`src/jtt_pkg.sv`:
```
// ----------------------------------------------------------------------------
// jtt_pkg: shared types and constants for the tap tms path tracker
// tap state codes, command codes and the step unit request/response structs
// ----------------------------------------------------------------------------
`timescale 1ns / 1ps
`default_nettype none

package jtt_pkg;

  localparam int STATE_W       = 4;
  localparam int TMS_BITS_W    = 8;
  localparam int TMS_COUNT_W   = 4;
  localparam int PATH_BITS_DEF = 8;

  localparam logic [STATE_W-1:0] ST_RESET      = 4'd0;
  localparam logic [STATE_W-1:0] ST_IDLE       = 4'd1;
  localparam logic [STATE_W-1:0] ST_SELECT_DR  = 4'd2;
  localparam logic [STATE_W-1:0] ST_CAPTURE_DR = 4'd3;
  localparam logic [STATE_W-1:0] ST_SHIFT_DR   = 4'd4;
  localparam logic [STATE_W-1:0] ST_EXIT1_DR   = 4'd5;
  localparam logic [STATE_W-1:0] ST_PAUSE_DR   = 4'd6;
  localparam logic [STATE_W-1:0] ST_EXIT2_DR   = 4'd7;
  localparam logic [STATE_W-1:0] ST_UPDATE_DR  = 4'd8;
  localparam logic [STATE_W-1:0] ST_SELECT_IR  = 4'd9;
  localparam logic [STATE_W-1:0] ST_CAPTURE_IR = 4'd10;
  localparam logic [STATE_W-1:0] ST_SHIFT_IR   = 4'd11;
  localparam logic [STATE_W-1:0] ST_EXIT1_IR   = 4'd12;
  localparam logic [STATE_W-1:0] ST_PAUSE_IR   = 4'd13;
  localparam logic [STATE_W-1:0] ST_EXIT2_IR   = 4'd14;
  localparam logic [STATE_W-1:0] ST_UPDATE_IR  = 4'd15;

  localparam logic CMD_GOTO = 1'b0;
  localparam logic CMD_STEP = 1'b1;

  typedef struct packed {
    logic [STATE_W-1:0] state;
    logic [STATE_W-1:0] target;
    logic               raw_tms;
    logic               use_raw;
  } step_req_t;

  typedef struct packed {
    logic               tms;
    logic [STATE_W-1:0] next;
  } step_rsp_t;

endpackage

`default_nettype wire

```
`src/jtt_step_unit.sv`:
```
// ----------------------------------------------------------------------------
// jtt_step_unit: one tap step
// picks the tms bit toward the target (or takes the raw bit) and gives the
// next tap state from the standard next-state table
// ----------------------------------------------------------------------------
`timescale 1ns / 1ps
`default_nettype none

module jtt_step_unit (
  input  var jtt_pkg::step_req_t req,
  output var jtt_pkg::step_rsp_t rsp
);

  logic                        choice;
  logic                        tms;
  logic [jtt_pkg::STATE_W-1:0] t;

  assign t = req.target;

  always_comb begin
    case (req.state)
      jtt_pkg::ST_RESET:      choice = 1'b0;
      jtt_pkg::ST_IDLE:       choice = 1'b1;
      jtt_pkg::ST_SELECT_DR:  choice = !(t >= jtt_pkg::ST_SELECT_DR && t <= jtt_pkg::ST_UPDATE_DR);
      jtt_pkg::ST_CAPTURE_DR: choice = (t != jtt_pkg::ST_SHIFT_DR);
      jtt_pkg::ST_SHIFT_DR:   choice = 1'b1;
      jtt_pkg::ST_EXIT1_DR:   choice = !(t == jtt_pkg::ST_PAUSE_DR || t == jtt_pkg::ST_EXIT2_DR);
      jtt_pkg::ST_PAUSE_DR:   choice = 1'b1;
      jtt_pkg::ST_EXIT2_DR:   choice = (t != jtt_pkg::ST_SHIFT_DR);
      jtt_pkg::ST_UPDATE_DR:  choice = (t != jtt_pkg::ST_IDLE);
      jtt_pkg::ST_SELECT_IR:  choice = !(t >= jtt_pkg::ST_SELECT_IR);
      jtt_pkg::ST_CAPTURE_IR: choice = (t != jtt_pkg::ST_SHIFT_IR);
      jtt_pkg::ST_SHIFT_IR:   choice = 1'b1;
      jtt_pkg::ST_EXIT1_IR:   choice = !(t == jtt_pkg::ST_PAUSE_IR || t == jtt_pkg::ST_EXIT2_IR);
      jtt_pkg::ST_PAUSE_IR:   choice = 1'b1;
      jtt_pkg::ST_EXIT2_IR:   choice = (t != jtt_pkg::ST_SHIFT_IR);
      default:                choice = (t != jtt_pkg::ST_IDLE);
    endcase
  end

  assign tms = req.use_raw ? req.raw_tms : choice;

  always_comb begin
    case (req.state)
      jtt_pkg::ST_RESET:      rsp.next = tms ? jtt_pkg::ST_RESET      : jtt_pkg::ST_IDLE;
      jtt_pkg::ST_IDLE:       rsp.next = tms ? jtt_pkg::ST_SELECT_DR  : jtt_pkg::ST_IDLE;
      jtt_pkg::ST_SELECT_DR:  rsp.next = tms ? jtt_pkg::ST_SELECT_IR  : jtt_pkg::ST_CAPTURE_DR;
      jtt_pkg::ST_CAPTURE_DR: rsp.next = tms ? jtt_pkg::ST_EXIT1_DR   : jtt_pkg::ST_SHIFT_DR;
      jtt_pkg::ST_SHIFT_DR:   rsp.next = tms ? jtt_pkg::ST_EXIT1_DR   : jtt_pkg::ST_SHIFT_DR;
      jtt_pkg::ST_EXIT1_DR:   rsp.next = tms ? jtt_pkg::ST_UPDATE_DR  : jtt_pkg::ST_PAUSE_DR;
      jtt_pkg::ST_PAUSE_DR:   rsp.next = tms ? jtt_pkg::ST_EXIT2_DR   : jtt_pkg::ST_PAUSE_DR;
      jtt_pkg::ST_EXIT2_DR:   rsp.next = tms ? jtt_pkg::ST_UPDATE_DR  : jtt_pkg::ST_SHIFT_DR;
      jtt_pkg::ST_UPDATE_DR:  rsp.next = tms ? jtt_pkg::ST_SELECT_DR  : jtt_pkg::ST_IDLE;
      jtt_pkg::ST_SELECT_IR:  rsp.next = tms ? jtt_pkg::ST_RESET      : jtt_pkg::ST_CAPTURE_IR;
      jtt_pkg::ST_CAPTURE_IR: rsp.next = tms ? jtt_pkg::ST_EXIT1_IR   : jtt_pkg::ST_SHIFT_IR;
      jtt_pkg::ST_SHIFT_IR:   rsp.next = tms ? jtt_pkg::ST_EXIT1_IR   : jtt_pkg::ST_SHIFT_IR;
      jtt_pkg::ST_EXIT1_IR:   rsp.next = tms ? jtt_pkg::ST_UPDATE_IR  : jtt_pkg::ST_PAUSE_IR;
      jtt_pkg::ST_PAUSE_IR:   rsp.next = tms ? jtt_pkg::ST_EXIT2_IR   : jtt_pkg::ST_PAUSE_IR;
      jtt_pkg::ST_EXIT2_IR:   rsp.next = tms ? jtt_pkg::ST_UPDATE_IR  : jtt_pkg::ST_SHIFT_IR;
      default:                rsp.next = tms ? jtt_pkg::ST_SELECT_DR  : jtt_pkg::ST_IDLE;
    endcase
  end

  assign rsp.tms = tms;

endmodule

`default_nettype wire

```
`src/jtag_tap_tms_path_tracker.sv`:
```
// sequencing: a transfer starts a walk; a step or a goto to the current state
// finishes without walking, a goto with an n-bit path (n at most PATH_BITS) after
// n tap steps, one per cycle through the shared step unit; finish waits while the
// result is stalled, and no new command is taken until the sequencer is idle
// reset: rst clears the sequencer and the result valid, tracked state goes to
// test logic reset
// ----------------------------------------------------------------------------
// jtag_tap_tms_path_tracker: jtag tap state tracker with tms path generation
// sequencer that walks the tap state one step per cycle toward a target
// ----------------------------------------------------------------------------
`timescale 1ns / 1ps
`default_nettype none

module jtag_tap_tms_path_tracker #(
  parameter int PATH_BITS = jtt_pkg::PATH_BITS_DEF
) (
  input  wire                               clk,
  input  wire                               rst,
  input  wire                               cmd_valid,
  output logic                              cmd_stall,
  input  wire                               command,
  input  wire  [jtt_pkg::STATE_W-1:0]       target_state,
  input  wire                               tms_bit,
  output logic                              rsp_valid,
  input  wire                               rsp_stall,
  output logic [jtt_pkg::TMS_BITS_W-1:0]    tms_bits,
  output logic [jtt_pkg::TMS_COUNT_W-1:0]   tms_count,
  output logic [jtt_pkg::STATE_W-1:0]       new_state
);

  localparam int CNT_W = $clog2(PATH_BITS + 1);
  localparam logic SEQ_IDLE = 1'b0;
  localparam logic SEQ_WALK = 1'b1;

  logic                            seq;
  logic                            seq_next;
  logic [jtt_pkg::STATE_W-1:0]     tracked;
  logic [jtt_pkg::STATE_W-1:0]     walk_state;
  logic [jtt_pkg::STATE_W-1:0]     target;
  logic                            cmd;
  logic                            raw_tms;
  logic [CNT_W-1:0]                cnt;
  logic [jtt_pkg::TMS_BITS_W-1:0]  bits;
  logic                            take;
  logic                            slot_free;
  logic                            at_end;
  logic                            finish;
  jtt_pkg::step_req_t              req;
  jtt_pkg::step_rsp_t              rsp;

  assign cmd_stall = (seq != SEQ_IDLE);
  assign take      = cmd_valid && !cmd_stall;
  assign slot_free = !rsp_valid || !rsp_stall;
  assign at_end    = (walk_state == target) || (cnt == CNT_W'(PATH_BITS));
  assign finish    = (seq == SEQ_WALK) && slot_free && ((cmd == jtt_pkg::CMD_STEP) || at_end);

  assign req.state   = walk_state;
  assign req.target  = target;
  assign req.raw_tms = raw_tms;
  assign req.use_raw = (cmd == jtt_pkg::CMD_STEP);

  jtt_step_unit u_step (
    .req (req),
    .rsp (rsp)
  );

  always_comb begin
    seq_next = seq;
    case (seq)
      SEQ_IDLE: begin
        if (take) begin
          seq_next = SEQ_WALK;
        end
      end
      SEQ_WALK: begin
        if (finish) begin
          seq_next = SEQ_IDLE;
        end
      end
      default: seq_next = SEQ_IDLE;
    endcase
  end

  always_ff @(posedge clk) begin
    if (rst) begin
      seq       <= SEQ_IDLE;
      tracked   <= jtt_pkg::ST_RESET;
      rsp_valid <= 1'b0;
    end else begin
      seq <= seq_next;
      if (rsp_valid && !rsp_stall) begin
        rsp_valid <= 1'b0;
      end
      if (finish) begin
        rsp_valid <= 1'b1;
        if (cmd == jtt_pkg::CMD_STEP) begin
          tracked <= rsp.next;
        end else begin
          tracked <= target;
        end
      end
    end
  end

  always_ff @(posedge clk) begin
    if (take) begin
      cmd        <= command;
      target     <= target_state;
      raw_tms    <= tms_bit;
      walk_state <= tracked;
      cnt        <= '0;
      bits       <= '0;
    end else if (seq == SEQ_WALK && cmd == jtt_pkg::CMD_GOTO && !at_end) begin
      bits       <= bits | (jtt_pkg::TMS_BITS_W'(rsp.tms) << cnt);
      cnt        <= cnt + CNT_W'(1);
      walk_state <= rsp.next;
    end
    if (finish) begin
      if (cmd == jtt_pkg::CMD_STEP) begin
        tms_bits  <= jtt_pkg::TMS_BITS_W'(raw_tms);
        tms_count <= jtt_pkg::TMS_COUNT_W'(1);
        new_state <= rsp.next;
      end else begin
        tms_bits  <= bits;
        tms_count <= jtt_pkg::TMS_COUNT_W'(cnt);
        new_state <= target;
      end
    end
  end

`ifndef SYNTH
  a_take_busy: assert property (@(posedge clk) disable iff (rst)
    take |=> cmd_stall)
    else $error("sequencer not busy after transfer");

  a_count_bound: assert property (@(posedge clk) disable iff (rst)
    rsp_valid |-> tms_count <= jtt_pkg::TMS_COUNT_W'(PATH_BITS))
    else $error("tms count beyond path bound");

  a_empty_path: assert property (@(posedge clk) disable iff (rst)
    rsp_valid && tms_count == '0 |-> tms_bits == '0)
    else $error("bits set on empty path");

  a_state_match: assert property (@(posedge clk) disable iff (rst)
    $rose(rsp_valid) |-> new_state == tracked)
    else $error("result state differs from tracked state");

  a_bits_clean: assert property (@(posedge clk) disable iff (rst)
    rsp_valid |-> (tms_bits >> tms_count) == '0)
    else $error("bits above count not zero");
`endif

endmodule

`default_nettype wire

```
`config.mk`:
```
export PLATFORM = sky130hd
export DESIGN_NAME = jtag_tap_tms_path_tracker
export DESIGN_NICKNAME = d
export VERILOG_FILES = /design/src/jtt_pkg.sv /design/src/jtt_step_unit.sv /design/src/jtag_tap_tms_path_tracker.sv
export SDC_FILE = /design/constraint.sdc
export NUM_CORES = 1
export LEC_CHECK = 0
export ABC_AREA = 1
export BUFFER_PORTS_ARGS = -buffer_cell sky130_fd_sc_hd__buf_2
export CAP_MARGIN = 10
export CORE_MARGIN = 5
export CORE_UTILIZATION = 58
export DETAILED_ROUTE_END_ITERATION = 7
export PLACE_DENSITY = 0.77
export SLEW_MARGIN = 5
export SYNTH_ARGS = -nofsm -noshare
export SYNTH_HDL_FRONTEND = slang
export SYNTH_HIERARCHICAL = 1
export SYNTH_SLANG_ARGS = --single-unit
```
`constraint.sdc`:
```
create_clock -name clk -period 2.44 [get_ports clk]
set_clock_uncertainty 0.15 [all_clocks]
set_input_delay 0.366 -clock clk [delete_from_list [all_inputs] [get_ports clk]]
set_output_delay 0.366 -clock clk [all_outputs]
set_load 0.02 [all_outputs]
```
==> run metrics, run 1 <==
status=finished with violations; violated checks=negative setup slack; CTS buffer count=5; Yosys top cell by area=edfxtp_1; RSZ-0062 raised after global routing=yes; first-pass GRT wire length=10.4 mm; # IOs=28; CTS sink count=44; CP most frequent cell=nor2_1; CP cell instances=inv_2 -> nand2_2 -> o21ai_0 -> nand3_2 -> nor2_4 -> nor2_4 -> nand2_4 -> nand2_4 -> nand2_2 -> nand2_1 -> nor2_1 -> nor2_1 -> or2_1 -> o21ai_2 -> nand3_1 -> nand2_1 -> nor2_1; Final Critical Period=2.63 ns; Reg power frac=32.6%; commonest cells in the synthesized netlist=82 x nand2_1, 43 x inv_1, 41 x nor2_1, 26 x edfxtp_1, 19 x nand3_1; vias in the first global route=2201; Overflow after GRT=0; Slew @ Worst Pin=0.517 ns; clock-pin slew on the worst setup and hold paths=0.09 ns; 1st-iter DRT viols=222; final net count=406; clock network power share=15.6%; worst slack, placed=-0.130 ns; Final ANT Viol Nets=0; Mapped Nets=337; H-tree Lvls=2; Comb pwr share=51.8%; mux cell area share after synthesis=0%; # port buffers=27; worst min path class=in -> reg; sequential area share after synthesis=45.9%; share of the synthesized area in the top cell type=31.4%; die area=0.00570 sq mm; Synth Instances=325; CP max FO=7; Req. time, crit path=2.50 ns; Setup crit end kind=flop; die width=75.5 um; Async SR Flop Fraction=0%; area share of fa/ha/maj cells after synthesis=1.01%; Synth area leaders=edfxtp_1 31%, dfxtp_1 14%, nand2_1 12%; Post-synth EDFFs=26; DRC errors left=0; Final Hold Fails=0; core area=0.00409 sq mm; Arr. time, crit path=2.69 ns; Longest Clk Path Bufs=2; slowest cell delay on critical path=0.44 ns; Mean Syn Cell Area=7.65 sq um; Site Rows=23; crit path launch type=flop; detailed placement HPWL=4.59 mm; xor-xnor portion of the synthesized cell area=0.352%; Ant. Diodes=0; DRT Pass-1 Iters=5; Cell variety after synth=29; final worst slack=-0.192 ns; final period utilization=108%; share of cells above drive strength 1=36.5%; prevailing post-synth register cell=edfxtp_1; vias post-DR=2437; crit path kind=reg -> reg; Worst-Skew Late Latency=0.31 ns; gpl congestion=0.913; initial core utilization=60.9%; top-count cell post-synth=nand2_1; Pint=1.73 mW; Die H=75.5 um; Avg WL per Cell=15.3 um; GRT Total Usage=24.3%; Root Driver=clkbuf_8; mapped cell area=0.00249 sq mm; register bit total from synthesis=44; area grow syn2layout=29.4%; vias per cell=5.48; TritonCTS clock tree=built; Setup TNS=-0.982 ns; Leak=1.51 nW; compound-cell area share of the yosys netlist=8.40%; Synthesis Warnings=6; Power Density=905 mW/mm^2; Rel. slew slack=65.5%; worst vdd ir=0.000587 V; final slew viol count=0; total routed wirelength=6.79 mm; maximum clock rate=380 MHz; net load switching power=1.18 mW; CP max stage cell=edfxtp_1; largest net degree at the start of global routing=20; largest family of logic cells by synthesized area=simple AND/OR/NAND/NOR gates; initial antenna violation count=0; MaxCap Viol Count=0; Final Setup Violations=9; simple-gate share of the synthesized area=34.5%; switch share=40.7%
-- power groups by stage --
stage                     Clock (mW)  Combinational (mW)  Sequential [mW]
after floorplan                    0               0.662            0.995
after global placement             0                1.13            0.964
after detailed placement           0                1.13            0.967
after CTS                      0.451                1.26            0.940
after global routing           0.492                1.63            0.958
final                          0.453                1.51            0.949
-- logic make-up after synthesis --
family	after synthesis
simple gates	183
buf+inv	58
flops	44
compound gates	37
fa+ha+maj	2
xor+xnor	1
-- sequential cells by signal, summed over array words and instances (netlist names) --
name / count
rsp_valid: 1
tms_bits: 8
cnt: 4
target: 4
cmd: 1
new_state: 4
raw_tms: 1
tracked: 4
tms_count: 4
cmd_stall: 1
bits: 8
walk_state: 4
-- stage by stage --
stage                     std cells  utilization (%)  total power, mW  hold WS (ns)  instance area [sq um]
after floorplan                 325                -             1.66         0.278                   2490
after global placement          426             70.5             2.09         0.293                   2880
after detailed placement        426             70.5             2.09         0.301                   2880
after CTS                       441             74.7             2.65        0.0835                   3050
after global routing            445             78.8             3.08        0.0771                   3220
final                           445             78.8             2.91        0.0812                   3220
-- critical path, delay by kind of cell, from the launching register on --
family	cells	cell delay, ns
AO/OA/AOI/OAI	2	0.40
buffers and inverters	1	0.15
flip-flops	1	0.44
AND/OR/NAND/NOR	14	1.39
-- worst paths after layout --
check	from	end	slack, ns	depth (start not counted)
setup reg to reg	walk_state[0]	tracked[0]	-0.19	17
setup / recovery	walk_state[0]	tracked[0]	-0.19	17
hold / removal	rst	rsp_valid	0.08	2
hold reg to reg	bits[4]	bits[4]	0.31	2
-- metal layers --
layer  part of all wire (%)  routed length, um  up-vias  GRT usage [%]
li1                       -                  -     1179              -
met1                     42               2860     1125           34.2
met2                     48               3230      111           38.3
met3                    8.1                551       22           4.88
met4                    2.3                155        0           6.60
met5                      0                  0        -              0
-- cell type report --
cell class	count	area, sq um
tap	50	62.6
inverter	50	190
fill	271	868
clock inverter	3	18.8
sequential	44	1140
clock buffer	5	68.8
multi-input combinational	223	1240
timing repair buffer	70	497
-- cells in the final DEF, fill, tap and decap left out --
| master | instances |
|---|---|
| nand2_2 | 18 |
| clkinv_4 | 1 |
| nand2_1 | 65 |
| clkinv_2 | 2 |
| or2_1 | 2 |
| inv_1 | 41 |
| edfxtp_1 | 26 |
| or2_0 | 2 |
| clkbuf_8 | 5 |
| o21ai_1 | 2 |
| a21oi_2 | 2 |
| o21ai_0 | 11 |
| buf_12 | 1 |
| nand2_4 | 7 |
| nor4_1 | 1 |
| buf_6 | 7 |
| nand3b_1 | 1 |
| inv_4 | 1 |
| o21ai_2 | 6 |
| nand3_2 | 6 |
| inv_2 | 8 |
| buf_4 | 35 |
| ha_1 | 2 |
| or2_2 | 1 |
| nor2_4 | 8 |
| nand4_1 | 14 |
| buf_2 | 27 |
| nor2_1 | 35 |
| nor2_2 | 8 |
| xor2_1 | 1 |
| a31oi_4 | 1 |
| dfxtp_1 | 18 |
| a21oi_1 | 15 |
| nand3_1 | 15 |
-- timing repair --
action                     CTS  global route
hold buffers                 0             0
setup endpoints to repair    8            17
setup buffers                7             5
pin swaps                    4            28
resized for setup           14            45
(Power assumes the default switching activity.)
==> run 2, diff against run 1 <==
--- a/config.mk
+++ b/config.mk
@@ -8,10 +8,11 @@
 export ABC_AREA = 1
 export BUFFER_PORTS_ARGS = -buffer_cell sky130_fd_sc_hd__buf_2
 export CAP_MARGIN = 10
-export CORE_MARGIN = 5
+export CORE_MARGIN = 1
 export CORE_UTILIZATION = 58
 export DETAILED_ROUTE_END_ITERATION = 7
-export PLACE_DENSITY = 0.77
+export PLACE_DENSITY = 0.8
+export SETUP_SLACK_MARGIN = 0.2
 export SLEW_MARGIN = 5
 export SYNTH_ARGS = -nofsm -noshare
 export SYNTH_HDL_FRONTEND = slang
==> run 2 against run 1 <==
Against the previous run:
- the flow still finishes with violations (negative setup slack)
- hold slack got worse by 0.0021 ns
- non-clock buffer count shrank 11
- cell area fell by 2.8%
- total power fell by 2.2%
- fmax rose by 2.8%
- global-route usage increased by 4.6 points
- wire length shrank 10%
- combinational power decreased by 13%
- die area fell by 20%
- largest cell class unchanged
==> run metrics, run 2 (same netlist as run 1, synthesis figures left out) <==
DRC errors left=0 (unchanged); Ant. Diodes=0 (unchanged); GRT Total Usage=28.9% (+4.6 points); crit path launch type=flop; final net count=395 (-2.7%); H-tree Lvls=2 (unchanged); total routed wirelength=6.10 mm (-10%); Avg WL per Cell=14.1 um (-7.9%); status=finished with violations; Slew @ Worst Pin=0.474 ns (-0.0432 ns); # IOs=28 (unchanged); vias per cell=5.39 (-1.6%); share of cells above drive strength 1=32.8% (-3.6 points); Arr. time, crit path=2.61 ns (-0.08 ns); die width=67.5 um (-11%); Power Density=910 mW/mm^2 (+0.54%); Hold Buf Count CTS=0 (unchanged); Rel. slew slack=68.4% (+2.9 points); first-pass GRT wire length=9.67 mm (-7.2%); initial core utilization=61.3% (+0.43 points); Leak=1.44 nW (-5.0%); initial antenna violation count=0 (unchanged); final slew viol count=0 (unchanged); Longest Clk Path Bufs=2 (unchanged); Buf/Inv on CP=1 (unchanged); worst min path class=in -> reg; hold_ws=0.0792 ns (-0.00207 ns); Final Hold Fails=0 (unchanged); CP top delay family=simple AND/OR/NAND/NOR gates; Die H=67.5 um (-11%); leading registers by flop count=bits (8), tms_bits (8); 1st-iter DRT viols=250 (+13%); detailed placement HPWL=4.20 mm (-8.5%); Site Rows=23 (unchanged); Util after Layout=77.1% (-1.6 points); Root Driver=clkbuf_8; slowest cell delay on critical path=0.57 ns (+0.13 ns); crit path kind=reg -> reg; # port buffers=27 (unchanged); core area=0.00406 sq mm (-0.70%); CP cell instances=nand2_2 -> inv_2 -> nand2_1 -> nand2_1 -> nor2_1 -> nand2_2 -> nor2_4 -> nor2_4 -> nand2_4 -> nand2_4 -> nand2_2 -> nand2_1 -> nor2_1 -> nor2_1 -> or2_1 -> o21ai_2 -> nand3_1 -> nand2_1 -> nor2_1; CP max stage cell=edfxtp_1; Final Setup Violations=13 (+4); clock-pin slew on the worst setup and hold paths=0.08 ns (about the same); gpl congestion=0.902 (-1.2%); vias in the first global route=2096 (-4.8%); RSZ-0062 raised after global routing=yes; die area=0.00455 sq mm (-20%); Setup crit end kind=flop; Final Critical Period=2.56 ns (-0.0721 ns); Overflow after GRT=0 (unchanged); area grow syn2layout=25.8%; final worst slack=-0.120 ns (+0.0721 ns); largest net degree at the start of global routing=17 (-15%); final period utilization=105% (-3.0 points); MaxCap Viol Count=0 (unchanged); CP max FO=7 (unchanged); worst vdd ir=0.000547 V (-6.8%); vias post-DR=2338 (-4.1%); Req. time, crit path=2.49 ns (about the same); Worst-Skew Late Latency=0.30 ns (about the same); maximum clock rate=391 MHz (+2.8%); DRT Pass-1 Iters=5 (unchanged); most frequent cells in the layout=74 x nand2_1, 41 x inv_1, 32 x nor2_1; violated checks=negative setup slack; CTS buffer count=5 (unchanged); CTS sink count=44 (unchanged); most common cell after layout, fill and taps aside=nand2_1; Final ANT Viol Nets=0 (unchanged); TritonCTS clock tree=built
[run 2: changes by cell type in the layout (fill, tap and decap cells not counted), sizes merged]
| cell | previous run | this run |
|---|---|---|
| bufinv | 0 | 1 |
| inv | 50 | 51 |
| buf | 70 | 59 |
| clkinv | 3 | 0 |
| clkinvlp | 0 | 1 |
[run 2: timing repair]
item	4_1_cts	5_1_grt
pin swaps	22	33
setup buffers	7	1
resized for setup	21	24
endpoints found under the setup margin	17	20
[run 2: final cells by class]
class,count,area [sq um]
tap,50,62.6
timing repair buffer,59,399
multi-input combinational,223,1220
clock buffer,5,68.8
fill,279,928
inverter,50,188
clock inverter,3,46.3
sequential,44,1140
[run 2: metal layers]
layer	global-route usage, %	share of wire [%]	vias to the layer above
met2	44.4	47	130
li1	-	-	1163
met1	40.0	43	1034
met3	5.91	8.8	11
met4	10.1	1.6	0
met5	0	0	-
[run 2: final timing paths]
check	slack [ns]	depth (start not counted)	to	from
worst max-delay path	-0.12	19	tracked[0]	walk_state[1]
worst min-delay path	0.08	2	rsp_valid	rst
worst max register to register	-0.12	19	tracked[0]	walk_state[1]
worst min register to register	0.31	2	bits[6]	bits[6]
[run 2: stage by stage]
stage	area [sq um]	total power [mW]	setup slack [ns]	cells	TNS [ns]
finish	3130	2.85	-0.120	434	-0.662
global placement	2820	2.01	-0.159	418	-0.774
CTS	3060	2.72	-0.0438	433	-0.0916
floorplan	2500	1.67	0.207	325	0
global route	3130	3.02	-0.301	434	-3.38
detailed placement	2820	2.02	-0.146	418	-0.856
[run 2: power by group]
group          switching, mW  internal, mW  total (mW)
combinational          0.769         0.539        1.31
clock                  0.271         0.309       0.580
sequential            0.0722         0.886       0.959
==> run 3, diff against run 2 <==
--- a/config.mk
+++ b/config.mk
@@ -5,11 +5,12 @@
 export SDC_FILE = /design/constraint.sdc
 export NUM_CORES = 1
 export LEC_CHECK = 0
-export ABC_AREA = 1
+export ABC_AREA = 0
+export ABC_CLOCK_PERIOD_IN_PS = 2440
 export BUFFER_PORTS_ARGS = -buffer_cell sky130_fd_sc_hd__buf_2
 export CAP_MARGIN = 10
 export CORE_MARGIN = 1
-export CORE_UTILIZATION = 58
+export CORE_UTILIZATION = 57
 export DETAILED_ROUTE_END_ITERATION = 7
 export PLACE_DENSITY = 0.8
 export SETUP_SLACK_MARGIN = 0.2
==> run 3 against run 2 <==
Against the previous run:
- combinational power shrank 39%
- flip-flop and latch count is the same
- via count shrank 22%
- worst setup slack lost 0.28 ns
- first-iteration DRC count shrank 45%
- the flow still finishes with violations (negative setup slack)
- register-to-register slack lost 0.28 ns
- critical endpoint is now bits[5]
- die area shrank 8.4%
- clock power shrank 18%
- non-clock buffer count grew 6
- largest cell class is now registers
- sequential share of layout area grew 2.5 points
- sequential power shrank 5.3%
- critical path type unchanged
==> run metrics, run 3 <==
status=finished with violations; violated checks=negative setup slack; GRT Total Usage=25.7% (-3.2 points); vias post-DR=1824 (-22%); commonest cells in the synthesized netlist=31 x nand2_1, 26 x edfxtp_1, 19 x nor2_1, 18 x dfxtp_1, 11 x nor2b_1; Placed Instance Area=0.00257 sq mm (-9.1%); Rel. slew slack=56.0% (-12 points); Power Density=748 mW/mm^2 (-18%); share of the synthesized area in the top cell type=35.0% (+3.6 points); CTS buffer count=5 (unchanged); crit path launch type=flop; vias in the first global route=1736 (-17%); Synth area leaders=edfxtp_1 35%, dfxtp_1 16%, nand2_1 5.2%; sequential area share after synthesis=51.1% (+5.2 points); Slew @ Worst Pin=0.654 ns (+0.180 ns); leading registers by flop count=bits (8), tms_bits (8); first-pass GRT wire length=8.05 mm (-17%); H-tree Lvls=2 (unchanged); Final ANT Viol Nets=0 (unchanged); worst vdd ir=0.000483 V (-12%); DRC errors left=0 (unchanged); Setup crit end kind=flop; Synthesis Warnings=6 (unchanged); fin area=0.00293 sq mm (-6.4%); Synth Instances=214 (-34%); FF-to-FF path depth=16 (-3); final worst slack=-0.397 ns (-0.277 ns); final period utilization=116% (+11 points); Final Critical Period=2.84 ns (+0.277 ns); Leak=1.23 nW (-15%); gpl congestion=0.950 (+5.3%); detailed placement HPWL=3.26 mm (-22%); top-count cell post-synth=nand2_1; share of cells above drive strength 1=42.4% (+9.6 points); initial antenna violation count=0 (unchanged); # port buffers=27 (unchanged); Mean Syn Cell Area=10.4 sq um (+36%); Arr. time, crit path=2.91 ns (+0.30 ns); R2R Path End=bits[5]; Root Driver=clkbuf_8; Mapped Nets=226 (-33%); MaxCap Viol Count=0 (unchanged); Cell variety after synth=54 (+86%); Final Hold Fails=0 (unchanged); Yosys top cell by area=edfxtp_1; Overall Power=2.19 mW (-23%); Req. time, crit path=2.52 ns (+0.03 ns); die width=64.6 um (-4.3%); maximum clock rate=353 MHz (-9.8%); initial core utilization=60.1% (-1.2 points); Avg WL per Cell=16.2 um (+15%); R2R setup slack=-0.40 ns (-0.28 ns); 1st-iter DRT viols=138 (-45%); clock-pin slew on the worst setup and hold paths=0.08 ns (about the same); Worst-Skew Late Latency=0.29 ns (about the same); Longest Clk Path Bufs=2 (unchanged); final net count=287 (-27%); worst min path class=in -> reg; Final Setup Violations=20 (+7); Worst Setup EP=bits[5]; core area=0.00372 sq mm (-8.4%); mapped cell area=0.00223 sq mm (-10%); register bit total from synthesis=44 (unchanged); Setup TNS=-6.63 ns (-5.97 ns); vias per cell=5.63 (+4.5%); Die H=64.6 um (-4.3%); prevailing post-synth register cell=edfxtp_1; Site Rows=22 (-4.3%); Ant. Diodes=0 (unchanged); worst slack, placed=-0.407 ns (-0.261 ns); DRT Pass-1 Iters=4 (-1); crit path launch=walk_state[2]; die area=0.00417 sq mm (-8.4%); worst r2r src=walk_state[2]; hold_ws=0.0989 ns (+0.0197 ns); total routed wirelength=5.25 mm (-14%); # IOs=28 (unchanged); Overflow after GRT=0 (unchanged); crit path kind=reg -> reg; CTS sink count=44 (unchanged); area grow syn2layout=31.2%; RSZ-0062 raised after global routing=yes; most common cell after layout, fill and taps aside=buf_4; Async SR Flop Fraction=0% (unchanged); CP max FO=8 (+1); largest net degree at the start of global routing=21 (+4); Post-synth EDFFs=26 (unchanged); TritonCTS clock tree=built; most frequent cells in the layout=31 x buf_4, 27 x buf_2, 26 x edfxtp_1; final slew viol count=0 (unchanged)
==> run 3: changes by cell type after synthesis, sizes merged, moves of 4 or more <==
cell | previous run | this run
xnor2 | 0 | 4
o21ai | 19 | 7
mux2 | 0 | 7
a31oi | 1 | 7
nand2b | 0 | 4
nand2 | 90 | 31
nor3 | 0 | 7
nand4 | 14 | 4
nand3 | 21 | 1
nor2b | 0 | 11
inv | 50 | 10
a21oi | 17 | 5
mux2i | 0 | 9
nor2 | 51 | 19
==> run 3: through the flow <==
| step | utilization, % | instances |
|---|---|---|
| 2_1_floorplan | - | 214 |
| 3_3_place_gp | 69.1 | 303 |
| 3_5_place_dp | 69.1 | 303 |
| 4_1_cts | 74.0 | 317 |
| 5_1_grt | 78.8 | 324 |
| 6_report | 78.8 | 324 |
==> run 3: critical path, cell delays in order (launching register included) <==
cell and delay, ns:
edfxtp_1 0.41, buf_4 0.13, buf_4 0.11, buf_8 0.12
nand2b_4 0.06, a2111oi_4 0.35, a311oi_2 0.09, a221oi_2 0.27
buf_4 0.21, buf_4 0.12, buf_6 0.08, nand2_1 0.06
a41oi_2 0.17, buf_6 0.14, buf_6 0.10, a31oi_1 0.06
nor2_1 0.13
==> run 3: metal layers <==
layer,global-route usage (%),vias to the layer above,wire length [um]
met5,0,-,0
met4,9.44,0,82
met3,4.40,9,231
met2,42.0,55,2700
met1,34.3,871,2230
li1,-,889,-
==> run 3: kinds of logic after synthesis <==
group / after synthesis / synth area share, %
buffers and inverters: 21 / 4.71
muxes: 16 / 7.74
xor gates and xnor gates: 4 / 1.57
and+or+nand+nor: 91 / 20.6
AOI/OAI and AO/OA: 36 / 13.1
adders and majority gates: 2 / 1.12
DFF: 44 / 51.1
==> run 3: how the worst min path moves through the flow <==
stage,startpoint,end,slack [ns],depth (start not counted)
after floorplan,bits[1],bits[1],0.28,2
after global placement,bits[7],bits[7],0.29,2
after detailed placement,bits[2],bits[2],0.31,2
after CTS,tms_bit,raw_tms,0.09,1
after global routing,target_state[3],target[3],0.08,1
final,target_state[2],target[2],0.1,1
==> run 3: timing repair <==
action / in CTS / in global routing
pin swaps: 10 / 15
buffers inserted: 6 / 7
resized for setup: 10 / 26
hold buffers: 0 / 0
endpoints found under the setup margin: 36 / 40
==> run 3: area by class of cell <==
cell class              instances  area, sq um
flip-flops and latches         44         1140
clock buffers                   6         82.6
repair buffers                 65          450
multi-input cells             149         1140
well taps                      48         60.1
fillers                       219          787
inverters                      10         40.0
clock inverters                 2         13.8
==> run 3: power breakdown <==
part           total, mW  switching, mW  internal (mW)
sequential         0.908         0.0464          0.861
combinational      0.804          0.414          0.390
clock              0.477          0.246          0.231
